<file path="src/rtl/core/msbbr_pkg.sv">
// Package of constants and types shared by the MSB-first bit reader files.
package msbbr_pkg;

  // Store geometry and field widths.
  localparam int STORE_BYTES   = 4096;
  localparam int ADDR_W        = $clog2(STORE_BYTES);
  localparam int BYTE_W        = 8;
  localparam int BIT_POS_W     = $clog2(BYTE_W);
  localparam int TAKE_W        = BIT_POS_W + 1;
  localparam int MAX_READ_BITS = 32;
  localparam int COUNT_W       = 6;
  localparam int VALUE_W       = 32;
  localparam int FIELD_ADDR_W  = 12;

  // Command codes carried by an input item.
  localparam logic CMD_STORE = 1'b0;
  localparam logic CMD_READ  = 1'b1;

  // Control from the sequencer to the bit gatherer.
  typedef struct packed {
    logic               load;
    logic [COUNT_W-1:0] count;
    logic               step;
  } gather_ctl_t;

  // Status from the bit gatherer back to the sequencer.
  typedef struct packed {
    logic [TAKE_W-1:0] take;
    logic              last;
  } gather_stat_t;

endpackage

</file>
<file path="src/rtl/core/msbbr_gather.sv">
// Bit gatherer: takes bits from one stored byte a cycle into the accumulator while stepped.
module msbbr_gather (
  input  logic                                clk,
  input  logic                                rst_n,
  input  msbbr_pkg::gather_ctl_t              ctl,
  input  logic [msbbr_pkg::BIT_POS_W-1:0]     bit_pos,
  input  logic [msbbr_pkg::BYTE_W-1:0]        rd_data,
  output msbbr_pkg::gather_stat_t             stat,
  output logic [msbbr_pkg::VALUE_W-1:0]       value_nxt
);

  logic [msbbr_pkg::COUNT_W-1:0] rem_r;
  logic [msbbr_pkg::COUNT_W-1:0] rem_nxt;
  logic [msbbr_pkg::VALUE_W-1:0] acc_r;
  logic [msbbr_pkg::VALUE_W-1:0] acc_nxt;
  logic [msbbr_pkg::TAKE_W-1:0]  avail;
  logic [msbbr_pkg::TAKE_W-1:0]  take;
  logic [msbbr_pkg::TAKE_W-1:0]  shift;
  logic [msbbr_pkg::BYTE_W-1:0]  mask;
  logic [msbbr_pkg::BYTE_W-1:0]  chunk;
  logic                          last;

  // Bits left in the current byte and how many of them this step takes.
  always_comb begin
    avail = msbbr_pkg::TAKE_W'(msbbr_pkg::BYTE_W) - {1'b0, bit_pos};
    last  = rem_r <= msbbr_pkg::COUNT_W'(avail);
    take  = last ? msbbr_pkg::TAKE_W'(rem_r) : avail;
    shift = avail - take;
    mask  = msbbr_pkg::BYTE_W'((9'd1 << take) - 9'd1);
    chunk = (rd_data >> shift) & mask;
  end

  // Append the chunk below the bits gathered so far.
  always_comb begin
    acc_nxt   = (acc_r << take) | msbbr_pkg::VALUE_W'(chunk);
    rem_nxt   = rem_r - msbbr_pkg::COUNT_W'(take);
    value_nxt = acc_nxt;
    stat.take = take;
    stat.last = last;
  end

  // Remaining count is control state; the accumulator is cleared on load.
  always_ff @(posedge clk) begin
    if (!rst_n) begin
      rem_r <= '0;
    end else if (ctl.load) begin
      rem_r <= ctl.count;
    end else if (ctl.step) begin
      rem_r <= rem_nxt;
    end
  end

  always_ff @(posedge clk) begin
    if (ctl.load) begin
      acc_r <= '0;
    end else if (ctl.step) begin
      acc_r <= acc_nxt;
    end
  end

endmodule
</file>
<file path="config.mk">
export PLATFORM = sky130hd
export DESIGN_NAME = msbbr_gather
export DESIGN_NICKNAME = d
export VERILOG_FILES = /design/src/rtl/core/msbbr_pkg.sv /design/src/rtl/core/msbbr_gather.sv
export SDC_FILE = /design/constraint.sdc
export NUM_CORES = 1
export LEC_CHECK = 0
export BUFFER_PORTS_ARGS = -buffer_cell sky130_fd_sc_hd__buf_4
export CORE_ASPECT_RATIO = 0.8
export CORE_UTILIZATION = 60
export CTS_BUF_LIST = sky130_fd_sc_hd__clkbuf_4
export DETAILED_ROUTE_END_ITERATION = 16
export PLACE_DENSITY = 0.83
export SETUP_SLACK_MARGIN = 0.05
export SKIP_LAST_GASP = 1
export SYNTH_ARGS = -nofsm -noshare
export SYNTH_HDL_FRONTEND = slang
export SYNTH_SLANG_ARGS = --single-unit
</file>
<file path="constraint.sdc">
create_clock -name clk -period 20.5 [get_ports clk]
set_input_delay 4.1 -clock clk [delete_from_list [all_inputs] [get_ports clk]]
set_output_delay 4.1 -clock clk [all_outputs]
set_load 0.1 [all_outputs]
</file>
==> results.cfg <==
[outcome]
status = finished clean

[power]
vdd_ir_drop_max_mv = 0.1570
p_leak_uw = 0.001852
powerDensity_nw_per_um2 = 168.2
power_uw = 794.0

[synth]
synth_async_sr_flop_share = 0
synth_fp_nets = 622
synth_top_area_frac = 0.1776
synthCells = 590
synth.distinct_cells = 78
synth_edf_count = 0
synth.area.top_cells = dfxtp_1, mux2_2, nor2_1
synth-seq-cells = 38
ys_seq_area_frac = 0.1776
syn_area_um2 = 4284
yosys_warnings = 0
yosysTopAreaCell = dfxtp_1
ys.flop_type = dfxtp_1
synth.avg_cell_area_um2 = 7.261

[worst_setup_path]
crit_slowest_cell = o21ai_1
crit_path_max_incr_delay_ns = 0.77
crit_type = input port to output pin
critPathMaxFanout = 19
cp_num_buf_inv = 6
endpoint_kind = output pin
critical_path.top_delay_family = compound AO/OA/AOI/OAI gates
crit_chain = buf_4 > inv_1 > ha_1 > inv_1 > ha_1 > and4bb_2 > a211oi_1 > o21ai_1 > a21oi_4 > nor2_4 > inv_1 > ha_1 > inv_1 > ha_1 > mux2_2 > nand2_1 > o21ai_0 > mux2i_1 > o32ai_1 > buf_4
required_ns = 16.40
worstPathArrival_ns = 9.61
cp-start-kind = input port

[cells_and_area]
multiInputGateArea_um2 = 3228
layout_commonest_cell = nor2_1
final_cell_mix = nor2_1, buf_4, nand2_1
nets = 645
fill_cells = 598
register_area_um2 = 760.7
syn_to_final_growth_pct = 10.22
drive_gt1_frac = 0.1954
diodes = 0

[detailed_routing]
drt_iter0_markers = 833
post_drt_wl_per_cell_um = 21.53
vias_per_cell = 7.260
drc = 0
wirelength_um = 15090
first_pass_iters = 6
num_vias = 5089
ant_nets = 0

[floorplanning]
die-width_um = 96.48
die-area_um2 = 7485
rows = 27
start_util = 0.6216
io_pins = 58
dieHeight_um = 77.58
core_area_um2 = 6892

[timing]
worst_pin_slew_ns = 1.004
fin_crit_sh = 0.6685
finalClockSkew_ns = 0.007616
finalCriticalPeriod_ns = 13.71
slew_headroom = 0.3302
final-setup-viol-count = 0
tns_ns = 0
rsz0062_at_grt = no
final_hold_viol_count = 0
max_freq_ghz = 0.07297
finalMaxSlewViolations = 0
worst_slack_ns = 6.795

[clock_tree]
tritoncts = yes
root_buffer = clkbuf_4
max-clock-path-buffers = 2
h-tree-depth = 2
numCtsBuffers = 5
cts_setup_buffers = 0
cts_sinks = 38
insertion_delay_ns = 0.35
cts_hold_buf = 0
path_clk_slew_ns = 0.13
cts_resized = 0

[job]
cap_violations = 0

[place]
detailed_place_hpwl_um = 10810
portBuffers = 57
place_ws_ns = 6.933
place_congestion = 0.9481

[global_route]
grt_pass1_wl_um = 23520
grt_usage = 0.4067
grt_max_degree = 40
overflow = 0
antenna_found_initial = 0
grt_pass1_vias = 4611

[min_path]
hp-class = register to register
[power breakdown]
part	internal, uW	switching [uW]
Combinational	153	478
Clock	28.5	28.6
Sequential	86.7	18.9
[synth_stat cells, types with 3 or more instances]
| master | instances |
|---|---|
| o22ai_1 | 8 |
| xnor2_1 | 4 |
| a311oi_1 | 12 |
| mux2i_1 | 21 |
| nor2_1 | 66 |
| or4_1 | 3 |
| a22oi_1 | 4 |
| mux2_2 | 23 |
| o32ai_1 | 17 |
| buf_2 | 10 |
| nand3b_1 | 3 |
| a2111oi_0 | 5 |
| a221oi_1 | 3 |
| or3_1 | 3 |
| a21oi_1 | 36 |
| a211oi_1 | 22 |
| nand2_1 | 54 |
| inv_1 | 17 |
| and3_1 | 7 |
| o21ai_1 | 3 |
| ha_1 | 11 |
| clkbuf_1 | 26 |
| o21ai_0 | 26 |
| buf_4 | 6 |
| nand2b_1 | 5 |
| o211ai_1 | 8 |
| a31oi_1 | 4 |
| a21oi_2 | 4 |
| o21a_1 | 8 |
| nor3_1 | 48 |
| nand3_1 | 21 |
| dfxtp_1 | 38 |
| inv_2 | 3 |
| a2111o_1 | 3 |
| nand4_1 | 4 |
[through the flow]
stage | utilization | area [um2] | cells | hold WS, ns
after floorplan | - | 4284 | 590 | 0.4641
after global placement | 0.6732 | 4639 | 693 | 0.4817
after detailed placement | 0.6732 | 4639 | 693 | 0.4929
after CTS | 0.6852 | 4722 | 701 | 0.5163
after global routing | 0.6852 | 4722 | 701 | 0.5360
final | 0.6852 | 4722 | 701 | 0.5219
[worst min-delay path: stages, from the launching register on]
cell and delay (ns):
dfxtp_1 0.35, nor2_1 0.09, a311oi_1 0.05
[metal layers]
layer	track usage	vias to the layer above	share of wire
met5	0	-	0
met4	0.1338	0	0.019
met3	0.1127	48	0.14
met2	0.5746	408	0.42
met1	0.5863	2327	0.43
li1	-	2306	-
[kinds of logic after synthesis]
| kind of cell | share of synthesized area |
|---|---|
| AOI/OAI and AO/OA | 0.3242 |
| adders and majority gates | 0.03213 |
| xor gates and xnor gates | 0.01227 |
| muxes | 0.1232 |
| DFF | 0.1776 |
| buffers and inverters | 0.06980 |
| and+or+nand+nor | 0.2608 |
[registers in the layout, indices dropped and copies added (netlist names)]
signal / flops
acc_r: 32
rem_r: 6
[layout make-up]
class                   instances  area share
inverters                      23     0.01934
clock inverters                 1    0.006359
multi-input cells             485      0.6836
flip-flops and latches         38      0.1611
well taps                      87     0.02305
clock buffers                   7     0.01113
repair buffers                 60     0.09539
[path summary, 6_finish.rpt]
check             startpoint  depth (start not counted)           end  slack (ns)
setup / recovery  bit_pos[0]                         20  value_nxt[1]        6.79
hold / removal      acc_r[4]                          2      acc_r[4]        0.52
setup reg to reg    rem_r[0]                         16      acc_r[3]       15.32
hold reg to reg     acc_r[4]                          2      acc_r[4]        0.52
Note: power is estimated with default switching activity, not from simulation.
